--- config.mk ---
export PLATFORM = sky130hd
export DESIGN_NAME = tpm_queue
export DESIGN_NICKNAME = d
export VERILOG_FILES = /design/src/hw/rtl/tpm_pkg.sv /design/src/hw/rtl/tpm_queue.sv
export SDC_FILE = /design/constraint.sdc
export NUM_CORES = 1
export LEC_CHECK = 0
export ABC_AREA = 0
export BUFFER_PORTS_ARGS = -buffer_cell sky130_fd_sc_hd__buf_2
export CELL_PAD_IN_SITES_DETAIL_PLACEMENT = 1
export CELL_PAD_IN_SITES_GLOBAL_PLACEMENT = 1
export CORE_MARGIN = 2
export CORE_UTILIZATION = 54
export DETAILED_ROUTE_END_ITERATION = 8
export GPL_TIMING_DRIVEN = 0
export PLACE_DENSITY_LB_ADDON = 0.12
export SLEW_MARGIN = 20
export SYNTH_ARGS = -nofsm -noshare
export SYNTH_HDL_FRONTEND = slang
export SYNTH_SLANG_ARGS = --single-unit
--- constraint.sdc ---
create_clock -name clock -period 19.6 [get_ports clock]
set_clock_uncertainty 0.15 [all_clocks]
set_input_delay 3.92 -clock clock [delete_from_list [all_inputs] [get_ports clock]]
set_output_delay 3.92 -clock clock [all_outputs]
set_load 0.01 [all_outputs]
--- src/hw/rtl/tpm_pkg.sv ---
// Shared constants, coefficient table and types of the 4x true-peak meter.
package tpm_pkg;

   localparam int PHASES   = 4;
   localparam int TAPS     = 12;
   localparam int HIST     = TAPS - 1;
   localparam int COEF_W   = 16;
   localparam int FRAC     = 15;
   localparam int ROUND    = 16384;
   localparam int OUT_W    = 26;
   localparam int PEAK_W   = 25;
   localparam int OUT_MAX  = 33554431;
   localparam int GROUP    = 4;
   localparam int GROUPS   = TAPS / GROUP;
   localparam int Q_DEPTH  = 4;
   localparam int PTR_W    = 2;
   localparam int CNT_W    = 3;

   // Q1.15 polyphase coefficients; tap 0 weights the newest sample
   localparam logic signed [COEF_W-1:0] COEF [PHASES][TAPS] = '{
      '{  16'sd56,   16'sd360,  -16'sd644,  16'sd1088, -16'sd1948,  16'sd4500,
          16'sd31856, -16'sd3352, 16'sd1560, -16'sd872,  16'sd488,  -16'sd272 },
      '{ -16'sd956,   16'sd960, -16'sd1696, 16'sd2920, -16'sd5456,  16'sd15240,
          16'sd25552, -16'sd6564, 16'sd3328, -16'sd1908, 16'sd1084, -16'sd620 },
      '{ -16'sd620,  16'sd1084, -16'sd1908, 16'sd3328, -16'sd6564,  16'sd25552,
          16'sd15240, -16'sd5456, 16'sd2920, -16'sd1696, 16'sd960,  -16'sd956 },
      '{ -16'sd272,   16'sd488,  -16'sd872, 16'sd1560, -16'sd3352,  16'sd31856,
          16'sd4500,  -16'sd1948, 16'sd1088, -16'sd644,  16'sd360,   16'sd56 }
   };

   // queue status seen by the front and back
   typedef struct packed {
      logic full;
      logic empty;
   } q_stat_type;

endpackage

--- src/hw/rtl/tpm_queue.sv ---
// Short queue decoupling the front end from the filter pipeline.
module tpm_queue #(
   parameter int WIDTH = 290
) (
   input  logic                 clock,
   input  logic                 reset,
   input  logic                 push,
   input  logic [WIDTH-1:0]     push_data,
   input  logic                 pop,
   output logic [WIDTH-1:0]     pop_data,
   output tpm_pkg::q_stat_type  q_stat
);

   logic [WIDTH-1:0]              mem_ff [tpm_pkg::Q_DEPTH];
   logic [tpm_pkg::PTR_W-1:0]     wr_ptr_ff, wr_ptr_in;
   logic [tpm_pkg::PTR_W-1:0]     rd_ptr_ff, rd_ptr_in;
   logic [tpm_pkg::CNT_W-1:0]     cnt_ff, cnt_in;

   assign q_stat.full  = (cnt_ff == tpm_pkg::CNT_W'(tpm_pkg::Q_DEPTH));
   assign q_stat.empty = (cnt_ff == '0);
   assign pop_data     = mem_ff[rd_ptr_ff];

   // pointer and fill bookkeeping
   always_comb begin
      wr_ptr_in = push ? wr_ptr_ff + 1'b1 : wr_ptr_ff;
      rd_ptr_in = pop  ? rd_ptr_ff + 1'b1 : rd_ptr_ff;
      cnt_in    = cnt_ff;
      if (push && !pop) begin
         cnt_in = cnt_ff + 1'b1;
      end else if (pop && !push) begin
         cnt_in = cnt_ff - 1'b1;
      end
   end

   always_ff @(posedge clock) begin
      if (reset) begin
         wr_ptr_ff <= '0;
         rd_ptr_ff <= '0;
         cnt_ff    <= '0;
      end else begin
         wr_ptr_ff <= wr_ptr_in;
         rd_ptr_ff <= rd_ptr_in;
         cnt_ff    <= cnt_in;
      end
   end

   // storage
   always_ff @(posedge clock) begin
      if (push) begin
         mem_ff[wr_ptr_ff] <= push_data;
      end
   end

endmodule

# [After elaboration in Yosys (flattened, before gate mapping)]
# Memories as Yosys holds them, arrays and structs flattened. A register that Yosys moved wholly into a read port is not among the register bits.
# Cells that the tools add are included.
# W data, S select, Z words.
[totals] register_bits=7 mem_bits_rw=1160 inputBits=294 output_inout_bits=292 elab_cells=21 n_memories=1
[op_classes] add_sub_neg=4 eq_ne=1 muxes=6 n_reduce_logical=6
[memory_table] memory="mem_ff" words=4 width=290 read_ports=1 rd_ports_with_merged_regs=1 wr=1 line="tpm_queue.sv:14" source="logic [WIDTH-1:0] mem_ff [tpm_pkg::Q_DEPTH];"
[ops] operator="$mux W3" count=2
[ops] operator="$add A2 B1 Y2 const B" count=2
[ops] operator="$mux W2" count=2
[ops] operator="$add A3 B1 Y3 const B" count=1
[ops] operator="$eq A3 B3 Y1 const B" count=1
[ops] operator="$logic_not A3 Y1" count=1
[ops] operator="$sub A3 B1 Y3 const B" count=1
[ops] operator="$logic_and A1 B1 Y1" count=2
[ops] operator="$logic_not A1 Y1" count=2
[ops] operator="$mux W1" count=2
[ops] operator="$reduce_bool A2 Y1" count=1

# [Depth between registers and ports, before layout]
# Gate-level depths: netlist of the first run.
[depth] ltp_word=4 depth_mapped=7 ltp_nobuf=7

# [Least setup slack after synthesis of the first run]
# No wires, ideal clock.
[synth_timing] path_type="input to register" from="in push" to="mem mem_ff[0][0], enable pin" t_arrival_ns=10.464 t_required_ns=18.763 path_slack_ns=8.299 path_stages=1 path_buffers=0 path_cell_list="and2_1"
[synth_between] elab_chain_len=2
[synth_lines] item="from (decl)" line="tpm_queue.sv:7" source="input logic push,"
[synth_lines] item="$mux W1" line="tpm_queue.sv:49" source="if (push) begin"
[synth_lines] item="$mux W1 (not written as such)" line="tpm_queue.sv:50" source="mem_ff[wr_ptr_ff] <= push_data;"
[synth_lines] item="to (decl)" line="tpm_queue.sv:14"
# No other way between the ends.

==> summary.txt, run 1 <==
Critical path
  • Arr. time, crit path: 2.77 ns
  • Reg-to-reg endpoint: mem_ff[3][253]
  • Crit-path max FO: 10
  • Critical Path RT: 15.53 ns
  • Crit start category: flop
  • Worst r2r src: wr_ptr_ff[0]
  • WS Path Type: reg -> out
  • Worst setup EP type: primary output
  • Worst r2r path cells: 5
  • R2R setup slack: 17.15 ns

Synthesis
  • Syn Nets: 1858
  • Cell accounting for the most synthesized area: edfxtp_1
  • Distinct cells, synth: 21
  • Cell Area, Synth: 0.0422 sq mm
  • Yosys warns: 0
  • Synth Instances: 1558
  • Sequential share of the synthesized area: 83.1%
  • Register bit total from synthesis: 1169
  • Avg Cell Area, Syn: 27.1 sq um
  • Synth top area share: 82.6%
  • Largest cells by area after synthesis: edfxtp_1 (83%), mux4_2 (15%), dfxtp_1 (0.43%), buf_2 (0.40%), buf_6 (0.29%)

Clock network
  • Root buf cell: clkbuf_16
  • CTS Sinks: 1169
  • Worst skew pair latency: 0.67 ns
  • H-tree depth: 3
  • Total CTS buffers: 117
  • Clock transition at path regs: 0.06 ns
  • CTS tree: built
  • Cts hold-fix bufs: 0
  • Clk buf depth: 3
  • Post-CTS setup buffer count: 0
  • Post-cts resize count: 0

Drt
  • Routed length per instance: 28.6 um
  • Vias per cell: 5.67
  • Routed WL: 99100 um
  • Drc violations: 0
  • Starting DRC count in detailed routing: 1275
  • Drt pass-1 iters: 5
  • Final ANT Viol Nets: 0
  • Routed vias: 19600

Placement
  • Port bufs: 584
  • RD Place Congestion: 0.747
  • Final HPWL DP: 66500 um
  • Pre-CTS WS: 13.40 ns

Timing
  • Worst Max-Slew Pin Slew: 0.725 ns
  • Setup tns final: 0 ns
  • RSZ-0062 raised after global routing: no
  • Slew headroom: 51.7%
  • Final Hold Vio Count: 0
  • Final worst path period share: 34.9%
  • Final WS setup: 12.76 ns
  • Hold slack: 0.388 ns
  • Final setup fails: 0
  • Tmin final: 6.84 ns
  • F_max: 146 MHz
  • Max Transition Viols Final: 0

GRT
  • Initial antenna violation count: 45
  • Total track usage: 25.0%
  • Largest net degree at the start of global routing: 46
  • Vias in the first global route: 21600
  • First-pass GRT wire length: 146000 um
  • Remaining Overflow, GRT: 0

Min path
  • Hold wc startpoint: cnt_ff[2]
  • Endpoint, Worst Hold: cnt_ff[2]
  • Hold Crit Depth: 2
  • Hold crit path type: reg -> reg

Layout
  • Fill cell count: 6318
  • Area occupied by multi-input gates: 0.00677 sq mm
  • Nets: 2593
  • Share of cells above drive strength 1: 46.4%
  • Synth-to-layout area growth: 20.6%
  • Sequential cell area: 0.0350 sq mm

Status
  • Outcome: finished clean

Power
  • Total power: 5.59 mW
  • Lkg Pwr: 17.1 nW
  • VDD IR max: 0.0832 mV
  • Power Density: 110 mW/mm^2

Job
  • Max Cap Violations: 0

Die
  • Chip Width: 283 um
  • Vert. Die Dim: 283 um
  • Core area: 0.0773 sq mm
  • I/O pins: 586
  • Starting Density: 54.5%
  • Floorplan row count: 102
  • Die area: 0.0803 sq mm
-- how the worst max path moves through the flow --
| stage | start | to | cells past startpoint |
|---|---|---|---|
| after floorplan | push | mem_ff[0][0] | 1 |
| after global placement | push | mem_ff[3][275] | 2 |
| after detailed placement | flop | pop_data[219] | 5 |
| after CTS | flop | pop_data[219] | 5 |
| after global routing | flop | pop_data[235] | 5 |
| final | flop | pop_data[235] | 5 |
-- sequential cells by signal (all words and copies together) (netlist names), named ones only --
signal and count:
wr_ptr_ff 2, rd_ptr_ff 2, mem_ff 1160, cnt_ff 3
-- layer usage --
metal,routed length [um],up-vias,track usage [%]
li1,-,8326,-
met1,34300,10400,29.5
met2,53300,655,44.0
met3,8520,187,7.99
met4,2620,48,7.50
met5,299,-,0
-- critical path, stage by stage (launching register included) --
cell,delay [ns]
dfxtp_1,0.33
buf_2,0.39
buf_2,0.45
buf_2,0.38
mux4_2,0.36
buf_2,0.19
-- per-stage QoR --
step	cell area (sq um)	instances	util, %
2_1_floorplan	42200	1558	-
3_3_place_gp	46400	3182	60.0
3_5_place_dp	47100	3214	60.9
4_1_cts	50800	3434	65.6
5_1_grt	50800	3446	65.7
6_report	50800	3460	65.7
-- kinds of logic (layout without fill, tap and decap cells) --
kind of cell	Yosys count	after routing	share of synthesized area, %
AOI/OAI and AO/OA	2	2	0.0237
xor gates and xnor gates	5	5	0.104
adders and majority gates	6	6	0.196
buffers and inverters	69	905	0.911
DFF	1169	1169	83.1
muxes	292	292	15.5
other	0	26	0
and+or+nand+nor	15	15	0.175
-- cell type report --
class                      instances  area share (%)
sequential                      1169            68.9
multi-input combinational        320            13.3
timing repair buffer             616            7.14
clock buffer                     150            6.09
tap                             1040            2.56
clock inverter                    70            1.12
buffer                            65           0.726
antenna                           26           0.128
inverter                           4          0.0295
-- report_power, final --
part | internal [mW] | leakage (nW) | switching [mW]
clock network | 1.21 | 1.78 | 0.912
logic | 0.247 | 4.57 | 0.322
registers | 2.87 | 10.7 | 0.0285
-- cells in the mapped netlist, drive strengths merged --
library cell	instances
a21oi	1
and2	4
buf	62
clkbuf	3
dfxtp	9
edfxtp	1160
fa	1
ha	5
inv	4
mux2i	2
mux4	290
nand2	1
nor2	7
nor3	1
nor3b	1
o21ai	1
or3	1
xnor2	2
xor2	3
-- cell usage in the layout, fill, tap and decap left out, drive strengths merged --
master and instances:
nand2 1, xnor2 2, nor3 1, clkbuf 153, xor2 3, a21oi 1, ha 5, or3 1
nor2 7, nor3b 1, clkinvlp 3, o21ai 1, mux4 290, dfxtp 9, clkinv 57, mux2i 2
bufinv 7, fa 1, buf 678, edfxtp 1160, and2 4, inv 7, diode 26
Power figures use the tool's default switching activity.
==> run 2, diff against run 1 <==
- CORE_UTILIZATION: 54 -> 50
- clock period: 19.6 -> 7.2 ns (I/O delays scaled with it)
==> run 2 against run 1 <==
Sequential power rose to 2.7 times the previous value. Critical endpoint is now pop_data[203]. Final area increased by 0.15%. Highest routed layer unchanged. Wire length fell by 3.6%. Die area rose by 7.9%. Global-route usage shrank 2.9 points. Count of clock-buffer cells in the layout shrank 5.
==> summary.txt, run 2 (synthesized netlist as in run 1, its figures left out) <==
Status
  • Outcome: finished clean

Min path
  • Hold crit path type: reg -> reg

Layout
  • Largest registers: mem_ff (1160), cnt_ff (3)
  • Synth-to-layout area growth: 20.7%
  • Commonest non-fill, non-tap cell in the layout: edfxtp_1
  • Largest register FFs: 1160
  • Share of cells above drive strength 1: 46.6%
  • Highest-count cells in the layout ignoring fill and taps: edfxtp_1 (1160), buf_2 (618), mux4_2 (290)
  • Top reg by flops: mem_ff
  • Nets: 2588

Critical path
  • WS Path Type: reg -> out
  • Critical path cell sequence: buf_2 -> buf_2 -> buf_2 -> mux4_2 -> buf_2
  • Critical Path RT: 5.61 ns
  • Crit-path max FO: 10
  • Crit start category: flop
  • CP most frequent cell: buf_2
  • Arr. time, crit path: 2.70 ns
  • Slowest-stage cell, CP: buf_2
  • Largest stage delay on the critical path: 0.45 ns
  • Worst setup EP type: primary output

GRT
  • Vias in the first global route: 21000
  • Initial antenna violation count: 48
  • Remaining Overflow, GRT: 0
  • Largest net degree at the start of global routing: 45
  • First-pass GRT wire length: 139000 um
  • Total track usage: 22.2%

Placement
  • Final HPWL DP: 62900 um
  • Port bufs: 584
  • RD Place Congestion: 0.721

Drt
  • Final ANT Viol Nets: 0
  • Routed length per instance: 27.4 um
  • Routed vias: 19200
  • Starting DRC count in detailed routing: 1093
  • Routed WL: 95500 um
  • Drt pass-1 iters: 5
  • Drc violations: 0
  • Vias per cell: 5.52

Timing
  • Final setup fails: 0
  • Final worst path period share: 59.6%
  • RSZ-0062 raised after global routing: no
  • Worst Max-Slew Pin Slew: 0.718 ns
  • F_max: 233 MHz
  • Setup tns final: 0 ns
  • Final Hold Vio Count: 0
  • Tmin final: 4.29 ns
  • Slew headroom: 52.1%
  • Max Transition Viols Final: 0

Die
  • I/O pins: 586
  • Floorplan row count: 106
  • Die area: 0.0867 sq mm
  • Starting Density: 50.5%
  • Core area: 0.0836 sq mm
  • Chip Width: 294 um
  • Vert. Die Dim: 294 um

Clock network
  • Clk buf depth: 3
  • CTS tree: built
  • Post-cts resize count: 0
  • Worst skew pair latency: 0.66 ns
  • CTS Sinks: 1169
  • H-tree depth: 3
  • Root buf cell: clkbuf_16
  • Post-CTS setup buffer count: 0
  • Total CTS buffers: 115
  • Clock transition at path regs: 0.06 ns
  • Cts hold-fix bufs: 0

Job
  • Max Cap Violations: 0

Power
  • Power Density: 300 mW/mm^2
  • Total power: 15.3 mW
  • Lkg Pwr: 17.1 nW
  • VDD IR max: 0.210 mV
## run 2: per-layer routing
layer | track usage (%) | part of all wire (%)
met4 | 7.25 | 2.8
met3 | 8.36 | 9.7
met1 | 26.1 | 36
met5 | 0 | 0.45
met2 | 37.7 | 51
## run 2: critical path: cells and delay by family (launching register included)
family	cells	cell delay [ns]
buffers and inverters	4	1.34
multiplexers	1	0.35
flip-flops	1	0.32
## run 2: metrics by stage
stage                     util [%]  instances  cell area, sq um  setup slack, ns  hold WS (ns)
after floorplan                  -       1558             42200             1.63         0.316
after global placement        55.6       3222             46400            -1.65         0.336
after detailed placement      56.5       3251             47200             3.19         0.361
after CTS                     60.9       3461             50900             2.78         0.390
after global routing          60.9       3472             50900             2.76         0.405
final                         60.9       3479             50900             2.91         0.390
## run 2: cell type report
class | count | area (sq um)
Antenna cell | 18 | 45.0
Buffer | 65 | 369
Clock buffer | 145 | 3010
Clock inverter | 65 | 651
Fill cell | 6914 | 32700
Inverter | 4 | 15.0
Multi-Input combinational cell | 320 | 6770
Sequential cell | 1169 | 35000
Tap cell | 1080 | 1350
Timing Repair Buffer | 613 | 3680
## run 2: path summary, 6_finish.rpt
| check | slack, ns | endpoint | cells after the start | startpoint |
|---|---|---|---|---|
| worst min-delay path | 0.39 | cnt_ff[2] | 2 | cnt_ff[2] |
| worst max register to register | 4.35 | mem_ff[3][180] | 6 | wr_ptr_ff[1] |
| worst max-delay path | 2.91 | pop_data[203] | 5 | flop |
| worst min register to register | 0.39 | cnt_ff[2] | 2 | cnt_ff[2] |
## run 2: power by group
part	switching, mW	internal (mW)	total (mW)
Sequential	0.0696	7.82	7.89
Combinational	0.865	0.673	1.54
Clock	2.44	3.38	5.82
==> run 3, diff against run 2 <==
- CORE_UTILIZATION: 50 -> 46
- clock period: 7.2 -> 3.7 ns (I/O delays scaled with it)
==> run 3 against run 2 <==
Via count increased by 0.81%. First-iteration DRC count increased by 14%. Critical path depth decreased by 1. Critical endpoint is now pop_data[117]. Worst setup slack got worse by 2.8 ns.
==> summary.txt, run 3 (synthesized netlist as in run 1, its figures left out) <==
Die
  • Chip Width: 307 um
  • Die area: 0.0941 sq mm
  • Core area: 0.0912 sq mm
  • Floorplan row count: 111
  • I/O pins: 586
  • Starting Density: 46.2%
  • Vert. Die Dim: 307 um

Timing
  • RSZ-0062 raised after global routing: no
  • Worst Max-Slew Pin Slew: 0.722 ns
  • Final setup fails: 0
  • F_max: 279 MHz
  • Final Hold Vio Count: 0
  • Hold slack: 0.100 ns
  • Max Transition Viols Final: 0
  • Final WS setup: 0.119 ns
  • Tmin final: 3.58 ns
  • Slew headroom: 51.9%
  • Final worst path period share: 96.8%

Drt
  • Routed vias: 19400
  • Final ANT Viol Nets: 0
  • Routed WL: 95500 um
  • Vias per cell: 5.37
  • Drc violations: 0
  • Routed length per instance: 26.5 um
  • Starting DRC count in detailed routing: 1243
  • Drt pass-1 iters: 5

Clock network
  • Root buf cell: clkbuf_16
  • Clock transition at path regs: 0.06 ns
  • Total CTS buffers: 120
  • Clk buf depth: 3
  • CTS tree: built
  • CTS Sinks: 1169
  • Worst skew pair latency: 0.69 ns
  • H-tree depth: 3
  • Cts hold-fix bufs: 0
  • Post-CTS setup buffer count: 0

Power
  • Total power: 29.7 mW
  • Lkg Pwr: 17.1 nW
  • Power Density: 581 mW/mm^2
  • VDD IR max: 0.439 mV

Layout
  • Nets: 2594
  • Final Non-Filler Cells: 3605
  • Highest-count cells in the layout ignoring fill and taps: edfxtp_1 (1160), buf_2 (617), mux4_2 (290)
  • Finished Cell Area: 0.0511 sq mm
  • Fill cell count: 7807
  • Top reg by flops: mem_ff
  • Share of cells above drive strength 1: 46.6%
  • Largest register FFs: 1160
  • Synth-to-layout area growth: 21.2%
  • Commonest non-fill, non-tap cell in the layout: edfxtp_1
  • Largest registers: mem_ff (1160), cnt_ff (3)

GRT
  • Remaining Overflow, GRT: 0
  • First-pass GRT wire length: 140000 um
  • Largest net degree at the start of global routing: 43
  • Total track usage: 20.4%
  • Initial antenna violation count: 45
  • Vias in the first global route: 20800

Min path
  • Hold crit path type: in -> reg
  • Hold wc startpoint: push_data[7]

Status
  • Outcome: finished clean

Placement
  • Final HPWL DP: 63800 um
  • Pre-CTS WS: 0.442 ns
  • RD Place Congestion: 0.751
  • Port bufs: 584
  • Placed Area: 0.0473 sq mm
  • Inst Count DP: 3358

Critical path
  • Critical Path RT: 2.81 ns
  • WS Path Type: reg -> out
  • Crit-path max FO: 10
  • Worst setup EP type: primary output
  • Worst r2r src: wr_ptr_ff[0]
  • Arr. time, crit path: 2.69 ns
  • Crit start category: flop

Job
  • Max Cap Violations: 0
[run 3: changes by cell type in the layout (fill, tap and decap cells not counted), moves of 4 or more]
cell,previous run,this run
clkinv_1,23,43
clkbuf_1,32,23
buf_12,6,12
clkinv_2,24,18
diode_2,18,24
inv_6,0,6
buf_16,23,18
bufinv_16,12,8
clkbuf_16,116,120
[run 3: what timing repair did]
| action | in CTS | in global routing |
|---|---|---|
| endpoints found under the hold margin | 0 | 0 |
| resized for setup | 3 | 2 |
| setup endpoints to repair | 116 | 2 |
[run 3: through the flow]
step                utilization (%)  setup TNS (ns)
detailed placement             51.9               0
CTS                            55.9               0
floorplan                         -               0
global placement               51.0        -1873.75
finish                         56.0               0
global route                   56.0               0
[run 3: critical path: stages (launching register included)]
cell and delay, ns:
dfxtp_1 0.33, buf_2 0.43, buf_1 0.58, mux4_2 0.44
buf_2 0.19
[run 3: worst paths after layout]
path / slack [ns] / endpoint / depth (start not counted)
hold reg to reg: 0.38 / cnt_ff[2] / 2
setup / recovery: 0.12 / pop_data[117] / 4
setup reg to reg: 0.92 / mem_ff[3][88] / 6
hold / removal: 0.10 / mem_ff[0][7] / 1
[run 3: metal layers]
layer / share of wire (%) / track usage [%]
met3: 9.3 / 7.92
met2: 51 / 34.2
met1: 37 / 24.3
met4: 2.3 / 6.59
met5: 0.37 / 0
[run 3: report_power, final]
group	total (mW)	switching [mW]	internal [mW]
sequential	15.4	0.127	15.2
combinational	2.98	1.68	1.31
clock	11.4	4.89	6.47
total	29.7	6.70	23.0
[run 3: area by class of cell]
type	count	area, sq um	share of cell area (%)
clock buffers	140	3080	6.02
multi-input cells	320	6770	13.3
flip-flops and latches	1169	35000	68.5
diodes	24	60.1	0.118
plain buffers	65	379	0.742
repair buffers	614	3660	7.16
clock inverters	83	631	1.23
inverters	4	15.0	0.0294
well taps	1186	1480	2.90
