==> config.mk <==
export PLATFORM = sky130hd
export DESIGN_NAME = tpm_front
export DESIGN_NICKNAME = d
export VERILOG_FILES = /design/src/hw/rtl/tpm_pkg.sv /design/src/hw/rtl/tpm_front.sv
export SDC_FILE = /design/constraint.sdc
export NUM_CORES = 1
export LEC_CHECK = 0
export BUFFER_PORTS_ARGS = -buffer_cell sky130_fd_sc_hd__clkbuf_2
export CAP_MARGIN = 0
export CORE_UTILIZATION = 46
export DETAILED_ROUTE_END_ITERATION = 6
export GPL_TIMING_DRIVEN = 1
export PLACE_DENSITY = 0.76
export RECOVER_POWER = 25
export SYNTH_ARGS = -nofsm -noshare
export SYNTH_HDL_FRONTEND = slang
export SYNTH_SLANG_ARGS = --single-unit
export TNS_END_PERCENT = 1
==> constraint.sdc <==
create_clock -name clock -period 20.9 [get_ports clock]
set_input_delay 2.09 -clock clock [delete_from_list [all_inputs] [get_ports clock]]
set_output_delay 2.09 -clock clock [all_outputs]
set_load 0.1 [all_outputs]
==> src/hw/rtl/tpm_pkg.sv <==
// Shared constants, coefficient table and types of the 4x true-peak meter.
package tpm_pkg;

   localparam int PHASES   = 4;
   localparam int TAPS     = 12;
   localparam int HIST     = TAPS - 1;
   localparam int COEF_W   = 16;
   localparam int FRAC     = 15;
   localparam int ROUND    = 16384;
   localparam int OUT_W    = 26;
   localparam int PEAK_W   = 25;
   localparam int OUT_MAX  = 33554431;
   localparam int GROUP    = 4;
   localparam int GROUPS   = TAPS / GROUP;
   localparam int Q_DEPTH  = 4;
   localparam int PTR_W    = 2;
   localparam int CNT_W    = 3;

   // Q1.15 polyphase coefficients; tap 0 weights the newest sample
   localparam logic signed [COEF_W-1:0] COEF [PHASES][TAPS] = '{
      '{  16'sd56,   16'sd360,  -16'sd644,  16'sd1088, -16'sd1948,  16'sd4500,
          16'sd31856, -16'sd3352, 16'sd1560, -16'sd872,  16'sd488,  -16'sd272 },
      '{ -16'sd956,   16'sd960, -16'sd1696, 16'sd2920, -16'sd5456,  16'sd15240,
          16'sd25552, -16'sd6564, 16'sd3328, -16'sd1908, 16'sd1084, -16'sd620 },
      '{ -16'sd620,  16'sd1084, -16'sd1908, 16'sd3328, -16'sd6564,  16'sd25552,
          16'sd15240, -16'sd5456, 16'sd2920, -16'sd1696, 16'sd960,  -16'sd956 },
      '{ -16'sd272,   16'sd488,  -16'sd872, 16'sd1560, -16'sd3352,  16'sd31856,
          16'sd4500,  -16'sd1948, 16'sd1088, -16'sd644,  16'sd360,   16'sd56 }
   };

   // queue status seen by the front and back
   typedef struct packed {
      logic full;
      logic empty;
   } q_stat_type;

endpackage

==> src/hw/rtl/tpm_front.sv <==
// Front end: accepts samples, keeps per-channel delay lines, forms filter windows.
module tpm_front #(
   parameter int CHANNELS    = 2,
   parameter int SAMPLE_BITS = 24
) (
   input  logic                     clock,
   input  logic                     reset,
   input  logic                     req_valid,
   output logic                     req_stall,
   input  logic [SAMPLE_BITS-1:0]   req_sample,
   input  logic                     req_channel,
   input  logic                     req_start_block,
   input  logic                     req_clear_history,
   input  tpm_pkg::q_stat_type      q_stat,
   output logic                     push_valid,
   output logic [tpm_pkg::TAPS*SAMPLE_BITS+1:0] push_data
);

   localparam int SB    = SAMPLE_BITS;
   localparam int ROW_W = tpm_pkg::HIST * SB;
   localparam int CH_W  = (CHANNELS > 1) ? $clog2(CHANNELS) : 1;

   logic [ROW_W-1:0] hist_ff [CHANNELS];
   logic             accept;
   logic             ch;
   logic [CH_W-1:0]  ch_idx;
   logic [ROW_W-1:0] row;
   logic [ROW_W-1:0] row_in;

   assign req_stall = q_stat.full;
   assign accept    = req_valid && !req_stall;

   // channel number folded into range
   assign ch     = (CHANNELS > 1) ? req_channel : 1'b0;
   assign ch_idx = CH_W'(ch);

   // clear acts before filtering; the current sample still enters the line
   assign row    = req_clear_history ? '0 : hist_ff[ch_idx];
   assign row_in = {row[ROW_W-SB-1:0], req_sample};

   assign push_valid = accept;
   assign push_data  = {req_start_block, ch, row, req_sample};

   // delay line update
   always_ff @(posedge clock) begin
      if (reset) begin
         for (int c = 0; c < CHANNELS; c++) begin
            hist_ff[c] <= '0;
         end
      end else if (accept) begin
         hist_ff[ch_idx] <= row_in;
      end
   end

endmodule

* After elaboration in Yosys (flattened, before gate mapping)
Memories as Yosys holds them, arrays and structs flattened.
Cells that the tools add are included.
** Storage, ports and cells
- Flip-flop bits (word level) :: 0
- Bits in latches :: 0
- RAM bits :: 528
- Bits in read-only memories :: 0
- Input bits :: 32
- Output and inout port bits :: 292
- Logic and storage cells :: 13
- Memories :: 1
** Memory list
- hist_ff :: depth 2, width 264, read ports 1, clocked after memory_dff 0, write ports 2, line tpm_front.sv:23 : logic [ROW_W-1:0] hist_ff [CHANNELS];
** Operators by class
- Add/sub/neg operators :: 0
- $mul :: 0
- Divide/modulo/power cells :: 0
- Order comparisons :: 0
- Eq/ne operators :: 0
- Shifts and indexed selects :: 0
- Mux-type cells :: 9
- Bitwise logic cells :: 0
- Reduce and logical (&&, ||, !) cells :: 3
** Operator list (count)
- $mux 264 :: 2
- $reduce_or 264->1 :: 1
- $mux 1 :: 7
- $logic_and 1x1->1 :: 1
- $logic_not 1->1 :: 1

* Longest topological paths before layout
Gate-level depths: netlist of the first run.
- Word-level depth :: 7
- Depth in mapped cells :: 5
- Mapped depth without buffers :: 2

* Worst setup path after synthesis of the first run
Ideal clock, no wire load.
- Path kind :: input -> register
- Start point :: input req_channel
- End point :: memory hist_ff[0][0] (netlist bit) (enable)
- Setup time :: 627 ps
- Data arrival time :: 8037 ps
- Required time :: 20273 ps
- Setup slack :: 12236 ps
- Stages on the path :: 4
- Path buffers :: 2
- Path through :: buf_2 > nor2b_1 > clkbuf_1 > a21o_1
** RTL lines
- from (decl) :: line tpm_front.sv:11 : input logic req_channel,
- to (decl) :: line tpm_front.sv:23

==> load_flow_metrics.sql, run 1 <==
INSERT INTO impl_metrics (metric_group, metric, value, unit) VALUES
('route', 'number_of_violations_reported_at_the_end_of_detailed_routing_iteration_0', '1096', ''),
('timing', 'min_cycle_time_layout', '11.82', 'ns'),
('synthesis', 'netlist_instances', '1794', ''),
('cts', 'insertion_delay', '0.59', 'ns'),
('die', 'num_rows', '83', ''),
('run_status', 'violations', 'max-capacitance violations, max-slew violations', ''),
('route', 'postRouteWirelength', '51700', 'um'),
('power', 'power.combinational.fraction', '0.151', ''),
('layout', 'layout.core_utilization', '0.530', ''),
('power', 'p_per_area', '96.2', 'nW/um^2'),
('cts', 'cts_max_path_buffers', '3', ''),
('layout', 'fraction_of_final_layout_cells_sized_beyond_drive_strength_1', '0.203', ''),
('place', 'finalWeightedCongestion', '0.782', ''),
('die', 'die-area', '53200', 'um^2'),
('power', 'cellInternalPower', '0.00188', 'W'),
('synthesis', 'post_synth.cell_area_avg', '13.4', 'um^2'),
('timing', 'timing.setup.tns', '0', 'ns'),
('die', 'die_y', '231', 'um'),
('timing', 'finalHoldViolCount', '0', ''),
('power', 'fraction_of_power_consumed_by_the_clock_network', '0.375', ''),
('die', 'die_width', '231', 'um'),
('cts', 'cts_htree_levels', '2', ''),
('die', 'boundaryPins', '324', ''),
('route', 'vias', '14600', ''),
('cts', 'cts_tree', 'yes', ''),
('global_routing', 'grtUsageTotal', '0.189', ''),
('cts', 'worst_setup_hold_path_clk_slew', '0.06', 'ns'),
('timing', 'achievable_frequency', '0.0846', 'GHz'),
('setup_path', 'cp_max_fo', '133', ''),
('route', 'remaining_drc_errors', '0', ''),
('route', 'route.detailed.wl_per_inst', '19.1', 'um'),
('timing', 'worst_slew_margin_rel', '-3.83', ''),
('cts', 'hold_buffers', '0', ''),
('setup_path', 'criticalPathCategory', 'input port to flip-flop', ''),
('synthesis', 'netlist_area', '24100', 'um^2'),
('run_status', 'outcome', 'complete, but fails checks', ''),
('timing', 'worst_pin_slew', '7.24', 'ns'),
('timing', 'grt_setup_unrepaired', 'no', ''),
('die', 'core-area', '51500', 'um^2'),
('layout', 'layout-area-overhead-vs-synth', '13.5', '%'),
('route', 'post_detailed_route_count_of_antenna_violating_nets', '0', ''),
('setup_path', 'end_kind', 'flip-flop', ''),
('timing', 'slew_violations', '398', ''),
('synthesis', 'count_of_unique_library_cells_instantiated_by_yosys', '16', ''),
('layout', 'final_nets', '2020', ''),
('synthesis', 'post_synthesis_net_count', '1826', ''),
('setup_path', 'cp.arrival', '12.02', 'ns'),
('power', 'ir_worst_vdd', '66.9', 'uV'),
('cts', 'clock-root-buffer', 'clkbuf_16', ''),
('cts', 'ctsResizeCount', '0', ''),
('place', 'numPortBuffers', '320', ''),
('layout', 'finish.instance_area', '27300', 'um^2'),
('power', 'power.net_switching', '0.000748', 'W'),
('timing', 'timing.clock.skew', '0.0130', 'ns'),
('run', 'max-cap-violations', '6', ''),
('worst_hold_path', 'hold_path_class', 'flip-flop to flip-flop', ''),
('layout', 'num_antenna_cells', '0', ''),
('route', 'firstDrtPassIters', '5', ''),
('global_routing', 'grt_first_pass_wirelength', '79500', 'um'),
('synthesis', 'ys_seq_elements', '528', ''),
('timing', 'finalSetupViolCount', '0', ''),
('die', 'effective_utilization_at_floorplan', '0.467', ''),
('timing', 'timing.final.crit_share', '0.566', ''),
('cts', 'tritoncts.num_buffers', '56', ''),
('layout', 'final_cell_mix', 'and3_1 (528), edfxtp_1 (528), clkbuf_2 (318)', ''),
('power', 'power_frac_seq', '0.475', ''),
('synthesis', 'ys_seq_area_frac', '0.659', ''),
('synthesis', 'ys.warnings.count', '0', ''),
('layout', 'layout_top_registers', 'hist_ff x528', ''),
('setup_path', 'startpoint_type', 'input port', ''),
('route', 'detail_route.vias_per_cell', '5.38', ''),
('cts', 'cts.repair_timing.setup_buffer_count', '0', ''),
('power', 'power_leakage', '13.1', 'nW'),
('setup_path', 'critical_path_required', '21.10', 'ns'),
('cts', 'tritoncts_num_sinks', '528', ''),
('global_routing', 'antenna_found_initial', '0', ''),
('power', 'switching_share', '0.285', ''),
('global_routing', 'globalRouteOverflowTotal', '0', ''),
('layout', 'largest_register_ff_count', '528', ''),
('layout', 'largest-register', 'hist_ff', ''),
('place', 'placed_cell_area', '25500', 'um^2'),
('global_routing', 'grt_pass1_vias', '14300', ''),
('global_routing', 'grt_max_degree', '312', ''),
('place', 'place_hpwl', '29300', 'um');
-- final cells by class --
| cell class | instances | area, um^2 |
|---|---|---|
| Fill cell | 4337 | 24200 |
| Sequential cell | 528 | 15900 |
| Multi-Input combinational cell | 1065 | 7010 |
| Timing Repair Buffer | 336 | 1760 |
| Clock buffer | 63 | 1450 |
| Tap cell | 680 | 851 |
| Clock inverter | 36 | 379 |
| Inverter | 1 | 3.75 |
-- critical path, stage by stage --
cell and delay [ns]:
clkbuf_1 4.95, and2_0 1.19, a21o_1 2.06, buf_12 0.64, buf_4 0.87
-- worst paths after layout --
kind	start	endpoint	slack [ns]	cells past startpoint
hold / removal	hist_ff[1][160]	hist_ff[1][184]	0.56	1
setup / recovery	req_channel	hist_ff[1][51]	9.08	5
setup reg to reg	hist_ff[0][112]	hist_ff[0][136]	20.03	1
hold reg to reg	hist_ff[1][160]	hist_ff[1][184]	0.56	1
-- power by group through the flow --
stage	Combinational [W]	Sequential (W)	Clock, W
after global placement	0.000391	0.00126	0
after detailed placement	0.000393	0.00127	0
after floorplan	0.000332	0.00127	0
after CTS	0.000393	0.00124	0.00100
after global routing	0.000412	0.00125	0.00104
final	0.000395	0.00125	0.000985
-- cell usage after synthesis --
| master | n | area share |
|---|---|---|
| a21o_1 | 2 | 0.00062 |
| buf_6 | 22 | 0.010 |
| and2b_1 | 1 | 0.00031 |
| nor3b_2 | 1 | 0.00052 |
| buf_1 | 5 | 0.00078 |
| inv_1 | 1 | 0.00016 |
| clkbuf_1 | 59 | 0.0092 |
| edfxtp_1 | 528 | 0.66 |
| mux2i_1 | 264 | 0.11 |
| and2_1 | 1 | 0.00026 |
| nor2b_1 | 2 | 0.00052 |
| and3_1 | 528 | 0.14 |
| buf_4 | 54 | 0.017 |
| nor2_2 | 1 | 0.00026 |
| nor2_1 | 265 | 0.041 |
| buf_2 | 60 | 0.012 |
-- logic make-up (layout without fill, tap and decap cells) --
logic type	count (synthesis)	count (layout)	share of synthesized area
muxes	264	264	0.110
AOI/OAI and AO/OA	2	2	0.000624
DFF	528	528	0.659
and+or+nand+nor	799	799	0.181
buffers and inverters	201	436	0.0498
-- metrics by stage --
stage               total power [W]  hold WS, ns  instances  setup WS (ns)
floorplan                   0.00160        0.547       1794          12.24
global placement            0.00165        0.550       2610          14.01
detailed placement          0.00166        0.557       2610          13.97
CTS                         0.00264        0.561       2709          13.97
global route                0.00271        0.576       2709           8.40
finish                      0.00263        0.564       2709           9.08
-- metal layers --
metal  vias to the layer above  wire [um]  global-route usage
met3                        77       3570              0.0437
met2                       465      23500               0.293
met5                         -          0                   0
li1                       6977          -                   -
met4                         0       1350              0.0598
met1                      7047      23300               0.262
(Power assumes the default switching activity.)
==> run 2: changes to the inputs <==
PLACE_DENSITY = 0.79   (was 0.76)
clock period = 10.66 ns   (was 20.9 ns; I/O delays follow)
==> run 2 against run 1 <==
Effect of this change: the run still ends with max-capacitance violations, max-slew violations left; first-iteration DRC count is 3.7% higher; global-route usage is 0.19 points higher; die area stayed put; clock skew is 0.0050 ns higher; routed wire length is 0.60% higher; sequential share of layout area is 0.61 points higher; design area is 1.0% lower; non-clock buffer count is 4 higher; core utilization is 0.55 points lower; worst hold slack better by 0.0070 ns; sequential power is 96% higher; critical endpoint is now push_data[230]; largest power group unchanged; highest routed layer unchanged.
==> load_flow_metrics.sql, run 2 (synthesis results as in run 1) <==
INSERT INTO impl_metrics (metric_group, metric, value, unit) VALUES
('cts', 'cts.repair_timing.setup_buffer_count', '0', ''),
('cts', 'cts_tree', 'yes', ''),
('timing', 'slew_violations', '393', ''),
('worst_hold_path', 'min-delay-start', 'hist_ff[0][85]', ''),
('timing', 'timing.final.crit_share', '0.708', ''),
('layout', 'layout-area-overhead-vs-synth', '12.4', '%'),
('layout', 'largest_register_ff_count', '528', ''),
('die', 'die-area', '53200', 'um^2'),
('layout', 'fraction_of_final_layout_cells_sized_beyond_drive_strength_1', '0.189', ''),
('die', 'die_y', '231', 'um'),
('timing', 'worst_pin_slew', '4.03', 'ns'),
('place', 'dpl_worst_slack', '5.38', 'ns'),
('global_routing', 'antenna_found_initial', '0', ''),
('layout', 'layout_top_registers', 'hist_ff x528', ''),
('setup_path', 'rr_endpoint', 'hist_ff[1][160]', ''),
('run', 'max-cap-violations', '6', ''),
('die', 'core-area', '51500', 'um^2'),
('timing', 'layout_setup_ws', '3.11', 'ns'),
('global_routing', 'globalRouteOverflowTotal', '0', ''),
('layout', 'layout.core_utilization', '0.525', ''),
('die', 'num_rows', '83', ''),
('setup_path', 'criticalPathCategory', 'input port to output pin', ''),
('place', 'numPortBuffers', '320', ''),
('timing', 'hold_slack', '0.571', 'ns'),
('power', 'power_leakage', '12.9', 'nW'),
('power', 'total_power', '0.00492', 'W'),
('route', 'remaining_drc_errors', '0', ''),
('route', 'route.detailed.wl_per_inst', '19.2', 'um'),
('die', 'die_width', '231', 'um'),
('route', 'postRouteWirelength', '52000', 'um'),
('cts', 'cts_htree_levels', '2', ''),
('timing', 'grt_setup_unrepaired', 'no', ''),
('timing', 'worst_slew_margin_rel', '-1.68', ''),
('global_routing', 'grt_first_pass_wirelength', '80500', 'um'),
('setup_path', 'worst_r2r_startpoint', 'hist_ff[1][136]', ''),
('layout', 'final_cell_mix', 'and3_1 (528), edfxtp_1 (528), clkbuf_2 (292)', ''),
('place', 'finalWeightedCongestion', '0.780', ''),
('setup_path', 'end_kind', 'output pin', ''),
('layout', 'num_antenna_cells', '0', ''),
('timing', 'min_cycle_time_layout', '7.55', 'ns'),
('setup_path', 'cp_max_fo', '72', ''),
('layout', 'largest-register', 'hist_ff', ''),
('run_status', 'outcome', 'complete, but fails checks', ''),
('worst_hold_path', 'hold_end', 'hist_ff[0][109]', ''),
('route', 'detail_route.vias_per_cell', '5.42', ''),
('layout', 'final_nets', '2021', ''),
('die', 'effective_utilization_at_floorplan', '0.467', ''),
('cts', 'insertion_delay', '0.58', 'ns'),
('setup_path', 'critical_path_required', '9.59', 'ns'),
('setup_path', 'timing.reg2reg.worst_path_depth', '1', ''),
('place', 'place_hpwl', '30800', 'um'),
('cts', 'tritoncts_num_sinks', '528', ''),
('route', 'vias', '14600', ''),
('worst_hold_path', 'hold_path_class', 'flip-flop to flip-flop', ''),
('global_routing', 'grtUsageTotal', '0.190', ''),
('cts', 'worst_setup_hold_path_clk_slew', '0.06', 'ns'),
('global_routing', 'grt_max_degree', '348', ''),
('run_status', 'violations', 'max-capacitance violations, max-slew violations', ''),
('timing', 'timing.clock.skew', '0.0180', 'ns'),
('global_routing', 'grt_pass1_vias', '14500', ''),
('route', 'post_detailed_route_count_of_antenna_violating_nets', '0', ''),
('timing', 'achievable_frequency', '0.132', 'GHz'),
('cts', 'hold_buffers', '0', ''),
('cts', 'ctsResizeCount', '0', ''),
('timing', 'timing.setup.tns', '0', 'ns'),
('power', 'p_per_area', '182', 'nW/um^2'),
('timing', 'finalSetupViolCount', '0', ''),
('cts', 'clock-root-buffer', 'clkbuf_16', ''),
('worst_hold_path', 'min_delay_path_depth', '1', ''),
('die', 'boundaryPins', '324', ''),
('timing', 'finalHoldViolCount', '0', ''),
('cts', 'tritoncts.num_buffers', '53', ''),
('route', 'firstDrtPassIters', '5', ''),
('setup_path', 'startpoint_type', 'input port', ''),
('setup_path', 'rrSetupSlack', '9.72', 'ns'),
('setup_path', 'cp.arrival', '6.48', 'ns'),
('power', 'ir_worst_vdd', '148', 'uV'),
('cts', 'cts_max_path_buffers', '3', ''),
('route', 'number_of_violations_reported_at_the_end_of_detailed_routing_iteration_0', '1137', '');
[run 2: stage by stage]
stage,instances,instance area (um^2)
2_1_floorplan,1794,24100
3_3_place_gp,2614,25500
3_5_place_dp,2614,25500
4_1_cts,2702,27100
5_1_grt,2702,27000
6_report,2702,27000
[run 2: worst max path at each step]
stage	slack [ns]	endpoint	startpoint	cells after the start
floorplan	3.02	hist_ff[0][0]	req_channel	4
global placement	5.41	push_data[185]	req_channel	6
detailed placement	5.38	push_data[185]	req_channel	6
CTS	5.38	push_data[185]	req_channel	6
global route	2.81	push_data[185]	req_channel	6
finish	3.11	push_data[230]	req_channel	6
[run 2: routing by layer]
metal  global-route usage  up-vias  wire [um]
met5                    0        -          0
met4               0.0488        0       1020
met3               0.0468       68       3630
met2                0.300      450      24000
met1                0.264     7150      23300
li1                     -     6967          -
[run 2: layout make-up]
cell class	count	area (um^2)
sequential	528	15900
inverter	1	3.75
multi-input combinational	1065	7020
timing repair buffer	340	1730
clock buffer	67	1380
clock inverter	21	183
tap	680	851
fill	4302	24500
[run 2: power by group]
part	total, W	leakage, nW	internal (W)	switching, W
clock	0.00171	0.764	0.000979	0.000736
sequential	0.00245	5.52	0.00240	0.0000479
combinational	0.000763	6.65	0.000112	0.000651
total	0.00492	12.9	0.00349	0.00143
[run 2: critical path, cell delays in order]
cell      delay (ns)
buf_8           0.55
clkbuf_1        2.85
buf_4           0.97
mux2i_1         0.19
nor2_1          0.20
clkbuf_2        0.50
==> run 3: changes to the inputs <==
ABC_AREA = 1   (was default)
PLACE_DENSITY = 0.76   (was 0.79)
clock period = 7.9 ns   (was 10.66 ns; I/O delays follow)
==> run 3 against run 2 <==
Effect of this change: via count increased by 21%; clock power increased by 50%; the flow still finishes with violations (max-capacitance violations, max-slew violations); count of clock-buffer cells in the layout increased by 7; highest routed layer unchanged; power increased by 44%; register-to-register slack got worse by 3.1 ns; critical path depth decreased by 2; die area increased by 6.5%; sequential power increased by 33%.
==> load_flow_metrics.sql, run 3 <==
INSERT INTO impl_metrics (metric_group, metric, value, unit) VALUES
('run_status', 'outcome', 'complete, but fails checks', ''),
('timing', 'min_cycle_time_layout', '5.62', 'ns'),
('synthesis', 'netlist_top_cells_count', 'inv_1 (747), nor2_1 (576), edfxtp_1 (528), nand2_1 (482), nand3_1 (130)', ''),
('synthesis', 'post_synth.cell_area_avg', '9.24', 'um^2'),
('synthesis', 'ys_seq_area_frac', '0.619', ''),
('place', 'dpl.cell_count', '3686', ''),
('place', 'dpl_worst_slack', '3.44', 'ns'),
('power', 'ir_worst_vdd', '172', 'uV'),
('global_routing', 'grt_first_pass_wirelength', '89500', 'um'),
('layout', 'final_cell_count_no_fill', '3789', ''),
('layout', 'final_common_cell', 'inv_1', ''),
('die', 'die_width', '238', 'um'),
('layout', 'layout.core_utilization', '0.527', ''),
('cts', 'cts.repair_timing.setup_buffer_count', '0', ''),
('run_status', 'violations', 'max-capacitance violations, max-slew violations', ''),
('cts', 'ctsResizeCount', '0', ''),
('timing', 'slew_violations', '270', ''),
('cts', 'cts_htree_levels', '2', ''),
('setup_path', 'crit_path_cell_trace', 'buf_8, nand3_1, clkbuf_2, nor2_1', ''),
('global_routing', 'grt_max_degree', '153', ''),
('setup_path', 'startpoint_type', 'input port', ''),
('setup_path', 'cp_max_fo', '152', ''),
('global_routing', 'grt_pass1_vias', '16300', ''),
('power', 'cellInternalPower', '0.00488', 'W'),
('timing', 'grt_setup_unrepaired', 'no', ''),
('setup_path', 'critical_path_required', '8.11', 'ns'),
('layout', 'final_nets', '3028', ''),
('setup_path', 'critical_path.slowest_cell', 'clkbuf_2', ''),
('timing', 'finalSetupViolCount', '0', ''),
('layout', 'num_antenna_cells', '0', ''),
('route', 'detail_route.vias_per_cell', '4.66', ''),
('timing', 'worst_slew_margin_rel', '-1.38', ''),
('setup_path', 'worst_path_largest_cell_delay', '2.75', 'ns'),
('layout', 'finish.instance_area', '29000', 'um^2'),
('place', 'finalWeightedCongestion', '0.755', ''),
('route', 'route.detailed.wl_per_inst', '15.3', 'um'),
('die', 'core-area', '55100', 'um^2'),
('cts', 'hold_buffers', '0', ''),
('cts', 'cts_max_path_buffers', '3', ''),
('synthesis', 'netlist_area', '25600', 'um^2'),
('cts', 'insertion_delay', '0.61', 'ns'),
('global_routing', 'antenna_found_initial', '0', ''),
('die', 'effective_utilization_at_floorplan', '0.465', ''),
('power', 'switching_share', '0.311', ''),
('route', 'remaining_drc_errors', '0', ''),
('global_routing', 'grtUsageTotal', '0.204', ''),
('layout', 'layout-area-overhead-vs-synth', '13.3', '%'),
('global_routing', 'globalRouteOverflowTotal', '0', ''),
('synthesis', 'synth_enable_flop_cells', '528', ''),
('worst_hold_path', 'hold_path_class', 'input port to flip-flop', ''),
('timing', 'timing.final.crit_share', '0.711', ''),
('power', 'power.combinational.fraction', '0.179', ''),
('place', 'place_hpwl', '34000', 'um'),
('timing', 'layout_setup_ws', '2.28', 'ns'),
('synthesis', 'ys_async_sr_fraction', '0', ''),
('layout', 'final_cell_mix', 'inv_1 (746), nor2_1 (576), edfxtp_1 (528)', ''),
('cts', 'clock-root-buffer', 'clkbuf_16', ''),
('layout', 'layout_top_registers', 'hist_ff x528', ''),
('layout', 'fill_cells', '4899', ''),
('setup_path', 'end_kind', 'flip-flop', ''),
('power', 'fraction_of_power_consumed_by_the_clock_network', '0.362', ''),
('power', 'power_leakage', '14.4', 'nW'),
('synthesis', 'ys_seq_elements', '528', ''),
('timing', 'timing.clock.skew', '0.0221', 'ns'),
('cts', 'tritoncts_num_sinks', '528', ''),
('synthesis', 'ys.warnings.count', '0', ''),
('synthesis', 'synth.largest_area_cell', 'edfxtp_1', ''),
('die', 'die-area', '56700', 'um^2'),
('die', 'die_y', '238', 'um'),
('route', 'post_detailed_route_count_of_antenna_violating_nets', '0', ''),
('setup_path', 'cp.arrival', '5.83', 'ns'),
('worst_hold_path', 'min_delay_path_depth', '3', ''),
('timing', 'worst_pin_slew', '3.57', 'ns'),
('die', 'boundaryPins', '324', ''),
('cts', 'cts_tree', 'yes', ''),
('power', 'p_per_area', '244', 'nW/um^2'),
('route', 'postRouteWirelength', '58100', 'um'),
('synthesis', 'post_synthesis_net_count', '2805', ''),
('synthesis', 'synthFlopType', 'edfxtp_1', ''),
('place', 'numPortBuffers', '320', ''),
('timing', 'finalHoldViolCount', '0', ''),
('setup_path', 'criticalPathCategory', 'input port to flip-flop', ''),
('synthesis', 'synth_top_cells_by_area', 'edfxtp_1 (62%), inv_1 (11%), nor2_1 (8.4%)', ''),
('synthesis', 'netlist_instances', '2773', ''),
('synthesis', 'count_of_unique_library_cells_instantiated_by_yosys', '14', ''),
('layout', 'fraction_of_final_layout_cells_sized_beyond_drive_strength_1', '0.165', ''),
('route', 'number_of_violations_reported_at_the_end_of_detailed_routing_iteration_0', '1198', ''),
('synthesis', 'yosysTopAreaCellShare', '0.619', ''),
('cts', 'worst_setup_hold_path_clk_slew', '0.06', 'ns'),
('timing', 'achievable_frequency', '0.178', 'GHz'),
('die', 'num_rows', '86', ''),
('layout', 'largest-register', 'hist_ff', ''),
('power', 'power_frac_seq', '0.459', ''),
('synthesis', 'synth.most_common_cell', 'inv_1', ''),
('place', 'placed_cell_area', '27300', 'um^2'),
('route', 'vias', '17600', ''),
('layout', 'largest_register_ff_count', '528', ''),
('setup_path', 'timing.reg2reg.worst_path_depth', '4', ''),
('cts', 'tritoncts.num_buffers', '56', ''),
('power', 'power.net_switching', '0.00221', 'W'),
('run', 'max-cap-violations', '3', ''),
('route', 'firstDrtPassIters', '5', '');
-- run 3: final timing paths --
path	slack (ns)	from	endpoint
setup / recovery	2.28	req_channel	hist_ff[1][148]
hold / removal	0.52	req_sample[9]	hist_ff[0][9]
setup reg to reg	6.67	hist_ff[1][24]	hist_ff[1][48]
hold reg to reg	0.69	hist_ff[0][116]	hist_ff[0][140]
-- run 3: power by group through the flow --
stage	clock network, W	logic, W	registers [W]
2_1_floorplan	0	0.00107	0.00333
3_3_place_gp	0	0.00127	0.00330
5_1_grt	0.00273	0.00134	0.00326
6_report	0.00257	0.00127	0.00325
4_1_cts	0.00262	0.00128	0.00325
3_5_place_dp	0	0.00128	0.00331
-- run 3: cell families (layout without fill, tap and decap cells) --
logic type,Yosys count,count (layout),synth area share
buf+inv,920,1188,0.152
compound gates,24,24,0.00469
simple gates,1301,1301,0.224
flops,528,528,0.619
-- run 3: cell type report --
cell class / count / area, um^2 / area share
timing repair buffer: 337 / 1750 / 0.0603
inverter: 748 / 2820 / 0.0972
tap: 748 / 936 / 0.0322
clock inverter: 29 / 287 / 0.00987
clock buffer: 74 / 1490 / 0.0513
sequential: 528 / 15900 / 0.546
multi-input combinational: 1325 / 5900 / 0.203
-- run 3: critical path, delay by kind of cell --
kind          cells  cell delay (ns)
simple gates      2             1.97
buf+inv           2             2.89
-- run 3: layer usage --
layer  vias to the layer above  global-route usage  wire, um
met5                         -                   0         0
met2                       512               0.344     28900
li1                       8744                   -         -
met3                        91              0.0434      4510
met1                      8294               0.263     23300
met4                         0              0.0641      1470
-- run 3: stage by stage --
stage / total power [W] / hold WS [ns] / setup TNS [ns]
after floorplan: 0.00440 / 0.662 / -160.45
after detailed placement: 0.00459 / 0.685 / 0
after global routing: 0.00734 / 0.509 / 0
after CTS: 0.00715 / 0.473 / 0
after global placement: 0.00457 / 0.675 / 0
final: 0.00709 / 0.517 / 0
